--- src/rtl/deq_pkg.sv ---
// Shared types and codes for the double-ended queue.
package deq_pkg;

  localparam int ID_W = 16;

  // Command queue between the front and back parts.
  localparam int CMDQ_DEPTH = 2;
  localparam int CMDQ_AW    = 1;
  localparam int CMDQ_CW    = 2;

  typedef enum logic [2:0] {
    KIND_PUSH_FRONT = 3'd0,
    KIND_PUSH_REAR  = 3'd1,
    KIND_POP_FRONT  = 3'd2,
    KIND_POP_REAR   = 3'd3,
    KIND_LIST       = 3'd4
  } kind_t;

  localparam logic [1:0] ST_OK    = 2'd0;
  localparam logic [1:0] ST_EMPTY = 2'd1;
  localparam logic [1:0] ST_FULL  = 2'd2;

  typedef struct packed {
    logic [2:0]      kind;
    logic [ID_W-1:0] order_id;
  } in_item_t;

  typedef struct packed {
    logic [1:0]      status;
    logic [ID_W-1:0] order_value;
    logic            last_of_run;
  } out_item_t;

  typedef struct packed {
    kind_t           kind;
    logic [ID_W-1:0] order_id;
  } cmd_t;

endpackage

--- src/rtl/deq_front.sv ---
// Front part: accepts commands, drops unused kinds and queues the rest.
module deq_front (
  input  logic              clk,
  input  logic              rst_n,
  input  logic              in_valid,
  output logic              in_ready,
  input  deq_pkg::in_item_t in_data,
  output logic              cmd_valid,
  output deq_pkg::cmd_t     cmd,
  input  logic              cmd_take
);

  deq_pkg::cmd_t                 q_r [deq_pkg::CMDQ_DEPTH];
  logic [deq_pkg::CMDQ_AW-1:0]   wr_ptr_r, wr_ptr_nxt;
  logic [deq_pkg::CMDQ_AW-1:0]   rd_ptr_r, rd_ptr_nxt;
  logic [deq_pkg::CMDQ_CW-1:0]   cnt_r, cnt_nxt;
  logic                          known_kind;
  logic                          q_push;
  logic                          q_pop;

  assign in_ready   = (cnt_r != deq_pkg::CMDQ_CW'(deq_pkg::CMDQ_DEPTH));
  assign known_kind = (in_data.kind <= deq_pkg::KIND_LIST);
  // Unused kinds are taken and discarded without a result.
  assign q_push     = in_valid && in_ready && known_kind;
  assign cmd_valid  = (cnt_r != '0);
  assign q_pop      = cmd_take && cmd_valid;
  assign cmd        = q_r[rd_ptr_r];

  always_comb begin
    wr_ptr_nxt = q_push ? wr_ptr_r + 1'b1 : wr_ptr_r;
    rd_ptr_nxt = q_pop ? rd_ptr_r + 1'b1 : rd_ptr_r;
    cnt_nxt    = cnt_r + deq_pkg::CMDQ_CW'(q_push) - deq_pkg::CMDQ_CW'(q_pop);
  end

  always_ff @(posedge clk) begin
    if (!rst_n) begin
      wr_ptr_r <= '0;
      rd_ptr_r <= '0;
      cnt_r    <= '0;
    end else begin
      wr_ptr_r <= wr_ptr_nxt;
      rd_ptr_r <= rd_ptr_nxt;
      cnt_r    <= cnt_nxt;
    end
  end

  always_ff @(posedge clk) begin
    if (q_push) begin
      q_r[wr_ptr_r] <= '{kind: deq_pkg::kind_t'(in_data.kind), order_id: in_data.order_id};
    end
  end

endmodule

--- src/rtl/deq_back.sv ---
// Back part: ring storage, head and count, and the result register.
module deq_back #(
  parameter int DEPTH = 16
) (
  input  logic               clk,
  input  logic               rst_n,
  input  logic               cmd_valid,
  input  deq_pkg::cmd_t      cmd,
  output logic               cmd_take,
  output logic               out_valid,
  input  logic               out_ready,
  output deq_pkg::out_item_t out_data
);

  localparam int AW = (DEPTH > 1) ? $clog2(DEPTH) : 1;
  localparam int CW = $clog2(DEPTH + 1);

  typedef enum logic [1:0] {
    S_IDLE = 2'b01,
    S_EMIT = 2'b10
  } state_t;

  state_t                     state_r, state_nxt;
  logic [AW-1:0]              head_r, head_nxt;
  logic [CW-1:0]              count_r, count_nxt;
  logic [CW-1:0]              idx_r, idx_nxt;
  logic                       out_valid_r, out_valid_nxt;
  deq_pkg::out_item_t         out_data_r;
  logic [deq_pkg::ID_W-1:0]   mem [DEPTH];
  logic [deq_pkg::ID_W-1:0]   rd_data_r;

  logic                       can_load;
  logic                       load;
  deq_pkg::out_item_t         load_data;
  logic                       wr_en;
  logic [AW-1:0]              wr_addr;
  logic                       rd_en;
  logic [AW-1:0]              rd_addr;
  logic                       is_full;
  logic                       is_empty;
  logic [AW-1:0]              head_dec;
  logic [CW-1:0]              idx_inc;
  logic                       list_done;
  logic                       push_ok;

  function automatic logic [AW-1:0] ring_add(input logic [AW-1:0] base,
                                             input logic [AW-1:0] off);
    logic [AW:0] s;
    s = {1'b0, base} + {1'b0, off};
    if (s >= (AW+1)'(DEPTH)) begin
      s = s - (AW+1)'(DEPTH);
    end
    return s[AW-1:0];
  endfunction

  assign can_load  = !out_valid_r || out_ready;
  assign is_full   = (count_r == CW'(DEPTH));
  assign is_empty  = (count_r == '0);
  assign head_dec  = (head_r == '0) ? AW'(DEPTH - 1) : head_r - 1'b1;
  assign idx_inc   = idx_r + 1'b1;
  assign list_done = (idx_inc == count_r);

  always_comb begin
    state_nxt = state_r;
    head_nxt  = head_r;
    count_nxt = count_r;
    idx_nxt   = idx_r;
    cmd_take  = 1'b0;
    load      = 1'b0;
    load_data = '{status: deq_pkg::ST_OK, order_value: '0, last_of_run: 1'b1};
    wr_en     = 1'b0;
    wr_addr   = head_r;
    rd_en     = 1'b0;
    rd_addr   = head_r;
    push_ok   = 1'b0;
    unique case (state_r)
      S_IDLE: begin
        if (cmd_valid) begin
          unique case (cmd.kind)
            deq_pkg::KIND_PUSH_FRONT, deq_pkg::KIND_PUSH_REAR: begin
              if (can_load) begin
                cmd_take = 1'b1;
                load     = 1'b1;
                if (is_full) begin
                  load_data.status = deq_pkg::ST_FULL;
                end else begin
                  wr_en     = 1'b1;
                  push_ok   = 1'b1;
                  count_nxt = count_r + 1'b1;
                  if (cmd.kind == deq_pkg::KIND_PUSH_FRONT) begin
                    wr_addr  = head_dec;
                    head_nxt = head_dec;
                  end else begin
                    wr_addr = ring_add(head_r, count_r[AW-1:0]);
                  end
                end
              end
            end
            deq_pkg::KIND_POP_FRONT, deq_pkg::KIND_POP_REAR, deq_pkg::KIND_LIST: begin
              if (is_empty) begin
                if (can_load) begin
                  cmd_take         = 1'b1;
                  load             = 1'b1;
                  load_data.status = deq_pkg::ST_EMPTY;
                end
              end else begin
                // The first entry is read now and reported once it is registered.
                rd_en     = 1'b1;
                idx_nxt   = '0;
                state_nxt = S_EMIT;
                if (cmd.kind == deq_pkg::KIND_POP_REAR) begin
                  rd_addr = ring_add(head_r, AW'(count_r - 1'b1));
                end
              end
            end
            default: ;
          endcase
        end
      end
      S_EMIT: begin
        if (can_load) begin
          load                  = 1'b1;
          load_data.order_value = rd_data_r;
          if ((cmd.kind == deq_pkg::KIND_LIST) && !list_done) begin
            // Fetch the next entry while this one is handed over.
            load_data.last_of_run = 1'b0;
            rd_en                 = 1'b1;
            rd_addr               = ring_add(head_r, idx_inc[AW-1:0]);
            idx_nxt               = idx_inc;
          end else begin
            cmd_take  = 1'b1;
            state_nxt = S_IDLE;
            if (cmd.kind == deq_pkg::KIND_POP_FRONT) begin
              head_nxt  = ring_add(head_r, AW'(1));
              count_nxt = count_r - 1'b1;
            end else if (cmd.kind == deq_pkg::KIND_POP_REAR) begin
              count_nxt = count_r - 1'b1;
            end
          end
        end
      end
      default: state_nxt = S_IDLE;
    endcase
  end

  always_comb begin
    if (load) begin
      out_valid_nxt = 1'b1;
    end else if (out_ready) begin
      out_valid_nxt = 1'b0;
    end else begin
      out_valid_nxt = out_valid_r;
    end
  end

  always_ff @(posedge clk) begin
    if (!rst_n) begin
      state_r     <= S_IDLE;
      head_r      <= '0;
      count_r     <= '0;
      idx_r       <= '0;
      out_valid_r <= 1'b0;
    end else begin
      state_r     <= state_nxt;
      head_r      <= head_nxt;
      count_r     <= count_nxt;
      idx_r       <= idx_nxt;
      out_valid_r <= out_valid_nxt;
    end
  end

  always_ff @(posedge clk) begin
    if (load) begin
      out_data_r <= load_data;
    end
  end

  always_ff @(posedge clk) begin
    if (wr_en) begin
      mem[wr_addr] <= cmd.order_id;
    end
    if (rd_en) begin
      rd_data_r <= mem[rd_addr];
    end
  end

  assign out_valid = out_valid_r;
  assign out_data  = out_data_r;

  a_count_range: assert property (@(posedge clk) disable iff (!rst_n)
    count_r <= CW'(DEPTH))
    else $error("entry count above capacity");

  a_emit_nonempty: assert property (@(posedge clk) disable iff (!rst_n)
    (state_r == S_EMIT) |-> (count_r != '0))
    else $error("reading entries of an empty ring");

  a_push_grows: assert property (@(posedge clk) disable iff (!rst_n)
    push_ok |=> (count_r == CW'($past(count_r) + 1'b1)))
    else $error("accepted push did not grow the ring");

  a_full_flag: assert property (@(posedge clk) disable iff (!rst_n)
    (load && (load_data.status == deq_pkg::ST_FULL)) |-> is_full)
    else $error("full status reported with room left");

endmodule

--- src/rtl/double_ended_queue.sv ---
// A push, or any command on an empty queue, passes the command queue register and then the
// result register; a pop or list of a non-empty queue reads the ring through a registered
// port before its first result. Throughput: one push or empty-queue command per cycle while
// results are taken; a pop or list holds the back part until its last result is loaded;
// a two-entry command queue decouples input from results.
// Reset empties the ring (head and count cleared); stored identifiers are not cleared.
module double_ended_queue #(
  parameter int DEPTH = 16
) (
  input  logic               clk,
  input  logic               rst_n,
  input  logic               in_valid,
  output logic               in_ready,
  input  deq_pkg::in_item_t  in_data,
  output logic               out_valid,
  input  logic               out_ready,
  output deq_pkg::out_item_t out_data
);

  logic          cmd_valid;
  deq_pkg::cmd_t cmd;
  logic          cmd_take;

  deq_front u_front (
    .clk       (clk),
    .rst_n     (rst_n),
    .in_valid  (in_valid),
    .in_ready  (in_ready),
    .in_data   (in_data),
    .cmd_valid (cmd_valid),
    .cmd       (cmd),
    .cmd_take  (cmd_take)
  );

  deq_back #(
    .DEPTH (DEPTH)
  ) u_back (
    .clk       (clk),
    .rst_n     (rst_n),
    .cmd_valid (cmd_valid),
    .cmd       (cmd),
    .cmd_take  (cmd_take),
    .out_valid (out_valid),
    .out_ready (out_ready),
    .out_data  (out_data)
  );

endmodule
--- config.mk ---
export PLATFORM = sky130hd
export DESIGN_NAME = double_ended_queue
export DESIGN_NICKNAME = d
export VERILOG_FILES = /design/src/rtl/deq_pkg.sv /design/src/rtl/deq_front.sv /design/src/rtl/deq_back.sv /design/src/rtl/double_ended_queue.sv
export SDC_FILE = /design/constraint.sdc
export NUM_CORES = 1
export LEC_CHECK = 0
export BUFFER_PORTS_ARGS = -buffer_cell sky130_fd_sc_hd__buf_2
export CORE_MARGIN = 3
export CORE_UTILIZATION = 62
export CTS_CLUSTER_SIZE = 25
export DETAILED_ROUTE_END_ITERATION = 16
export GPL_TIMING_DRIVEN = 1
export PLACE_DENSITY = 0.78
export SLEW_MARGIN = 15
export SYNTH_ARGS = -nofsm -noshare
export SYNTH_HDL_FRONTEND = slang
export SYNTH_SLANG_ARGS = --single-unit
--- constraint.sdc ---
create_clock -name clk -period 4.2 [get_ports clk]
set_input_delay 0.42 -clock clk [delete_from_list [all_inputs] [get_ports clk]]
set_output_delay 0.42 -clock clk [all_outputs]
set_load 0.02 [all_outputs]
==> flow_summary.ini <==
[synth]
netlist_area_um2 = 16050
syn_area_per_cell_um2 = 14.10
ys.flop_type = edfxtp_1
synth_nets = 1183
synth_common_cells = edfxtp_1 (329), a21oi_1 (67), clkbuf_1 (67)
synth_cell_type_count = 68
ys_seq_elements = 351
yosysMostFrequentCell = edfxtp_1
synthCells = 1138
ys_async_sr_fraction_pct = 0
yosys.area.top_type_share_pct = 61.56
yosysSeqAreaShare_pct = 64.30
yosys-top-cells-area = edfxtp_1 (62%), o211a_1 (3.4%), mux2_2 (3.3%)
synth_top_cell_by_area = edfxtp_1
synth_warnings = 0
synth_edf_count = 329

[die]
dieArea_um2 = 27850
die_h_um = 166.9
io_pins = 44
start_util_pct = 63.37
die_w_um = 166.9
coreArea_um2 = 25330
rows = 58

[cells_and_area]
final_nets = 1237
area_growth_pct = 12.02
n_antenna_cell = 0
layout-drive-gt1-share_pct = 19.29

[placed_design]
portBuffers = 43
gp_congestion = 0.9085
dp_slack_ns = 0.2953
hpwl_mm = 24.93

[cts]
cts_made_buffers = 36
htree_levels = 2
worstSkewPairLatency_ns = 0.52
clk_pin_slew_ns = 0.06
postCtsHoldBufs = 0
cts_root_buf = clkbuf_16
cts_max_path_buffers = 3
cts_setup_buffers = 0
cts_sinks = 351
cts_tree = built
cts_resized = 0

[sta]
maxSlewViolCount = 0
hold_viol_final = 0
period_minus_slack_ns = 3.974
tns_ns = 0
maxSlewHeadroom_pct = 34.98
fmax_ghz = 0.2516
fin_ws_ns = 0.2257
whs_ns = 0.08710
worst_pin_slew_ns = 0.9753
rsz0062_at_grt = no
clock_skew_ns = 0.01901
finalSetupViolations = 0
fin_crit_sh_pct = 94.63

[route]
avgRoutedWirePerCell_um = 26.05
drt_iter0_drc = 1579
ant_nets = 0
via_per_inst = 6.968
drc = 0
vias = 10750
wirelength_mm = 40.20
dr.pass1.iters = 5

[power]
powerDensity_nw_per_um2 = 586.1
total_leakage_power_nw = 6.631
ir_worst_vdd_mv = 0.4027

[global_routing]
antenna_found_initial = 1
grt_pass1_vias = 10540
use_met3_pct = 4.937
grt_max_degree = 57
grt-busiest-layer = met2
track_usage_pct = 28.67
grt_overflow = 0
grt_pass1_wl_mm = 61.73
grtUsageMet2_pct = 44.93
use_met1_pct = 41.00

[outcome]
status = finished clean

[worst_setup_path]
criticalPathCategory = reg -> reg
critPathRequiredTime_ns = 4.43
crit_fanout = 17
end_kind = flip-flop
startpoint_type = flip-flop
crit_arrival_ns = 4.21

[hold_path]
min_path_type = in -> reg

[job]
max-cap-violations = 0
[registers in the layout (all words and copies together) (netlist names), named ones only]
name / flops
u_back.mem: 256
u_front.q_r: 38
u_back.out_data: 19
u_back.rd_data_r: 16
u_back.count_r: 5
u_back.idx_r: 5
u_back.head_r: 4
u_back.state_r: 2
u_front.cnt_r: 2
u_back.out_valid: 1
u_front.rd_ptr_r: 1
u_front.wr_ptr_r: 1
[worst max-delay path: stages, from the launching register on]
cell,delay [ns]
dfxtp_1,0.45
inv_1,0.15
ha_1,0.26
nor4b_1,0.19
a2111oi_4,0.46
buf_4,0.22
mux2_1,0.32
a32oi_1,0.26
o21ai_2,0.08
and3_1,0.52
o211a_1,0.24
or4_1,0.53
[metal layers]
metal	part of all wire [%]	vias up
met4	3.4	2
met3	9.9	120
li1	-	4692
met2	47	655
met1	40	5283
met5	0.032	-
[through the flow]
step / utilization [%] / cells / instance area [µm²] / total power, mW
2_1_floorplan: - / 1138 / 16050 / 6.565
3_3_place_gp: 66.90 / 1484 / 16940 / 7.612
3_5_place_dp: 66.90 / 1484 / 16940 / 7.679
4_1_cts: 70.99 / 1543 / 17980 / 10.51
5_1_grt: 70.99 / 1543 / 17980 / 11.00
6_report: 70.99 / 1543 / 17980 / 10.54
[cell type report]
class / instances / area (µm²)
inverter: 18 / 67.56
multi-input combinational: 680 / 5375
clock buffer: 49 / 969.7
tap: 330 / 412.9
fill: 1645 / 7348
clock inverter: 10 / 65.06
timing repair buffer: 105 / 768.2
sequential: 351 / 10320
[power by group]
group	internal, mW	switching, mW	total (mW)
logic	1.26	2.20	3.46
registers	4.13	0.104	4.24
clock network	1.61	1.22	2.83
[kinds of logic (layout without fill, tap and decap cells)]
kind of cell / after synthesis / count (layout) / share of synthesized area [%]
flops: 351 / 351 / 64.30
compound gates: 317 / 317 / 14.75
simple gates: 230 / 230 / 8.966
buf+inv: 107 / 182 / 2.846
mux: 85 / 85 / 5.777
xor+xnor: 26 / 26 / 1.505
fa+ha+maj: 22 / 22 / 1.855
[path summary, 6_finish.rpt]
kind	start	endpoint	slack (ns)	depth (start not counted)
setup / recovery	u_back.count_r[0]$_SDFFE_PN0P_	u_back.rd_data_r[12]$_DFFE_PP_	0.23	11
hold / removal	in_data[15]	u_front.q_r[1][15]$_DFFE_PP_	0.09	1
setup reg to reg	u_back.count_r[0]$_SDFFE_PN0P_	u_back.rd_data_r[12]$_DFFE_PP_	0.23	11
hold reg to reg	u_back.state_r[0]$_SDFFE_PN1P_	u_back.state_r[0]$_SDFFE_PN1P_	0.51	2
[cell usage in the layout, fill, tap and decap left out, types with 4 or more instances in the layout]
cell	instances
and2_1	15
clkbuf_16	36
a21oi_1	64
a211oi_1	11
clkbuf_1	11
o21a_1	6
xor2_1	9
nor3_1	6
nand2_1	33
o31ai_1	6
clkinv_2	4
o2111ai_1	4
buf_4	55
nand4_1	4
mux2_1	4
nor2_1	20
or4_1	15
o211a_1	54
nand3_1	12
xnor2_1	16
a21o_1	6
o21ai_0	20
and3_1	27
a22oi_1	56
mux2i_1	32
a2111oi_0	31
nor4b_1	55
nor2_2	16
o211ai_1	31
nor2b_1	5
ha_1	18
mux2_2	47
buf_2	43
inv_1	18
buf_12	7
edfxtp_1	329
dfxtp_1	22
No activity file was read; power rests on OpenSTA's default activity.
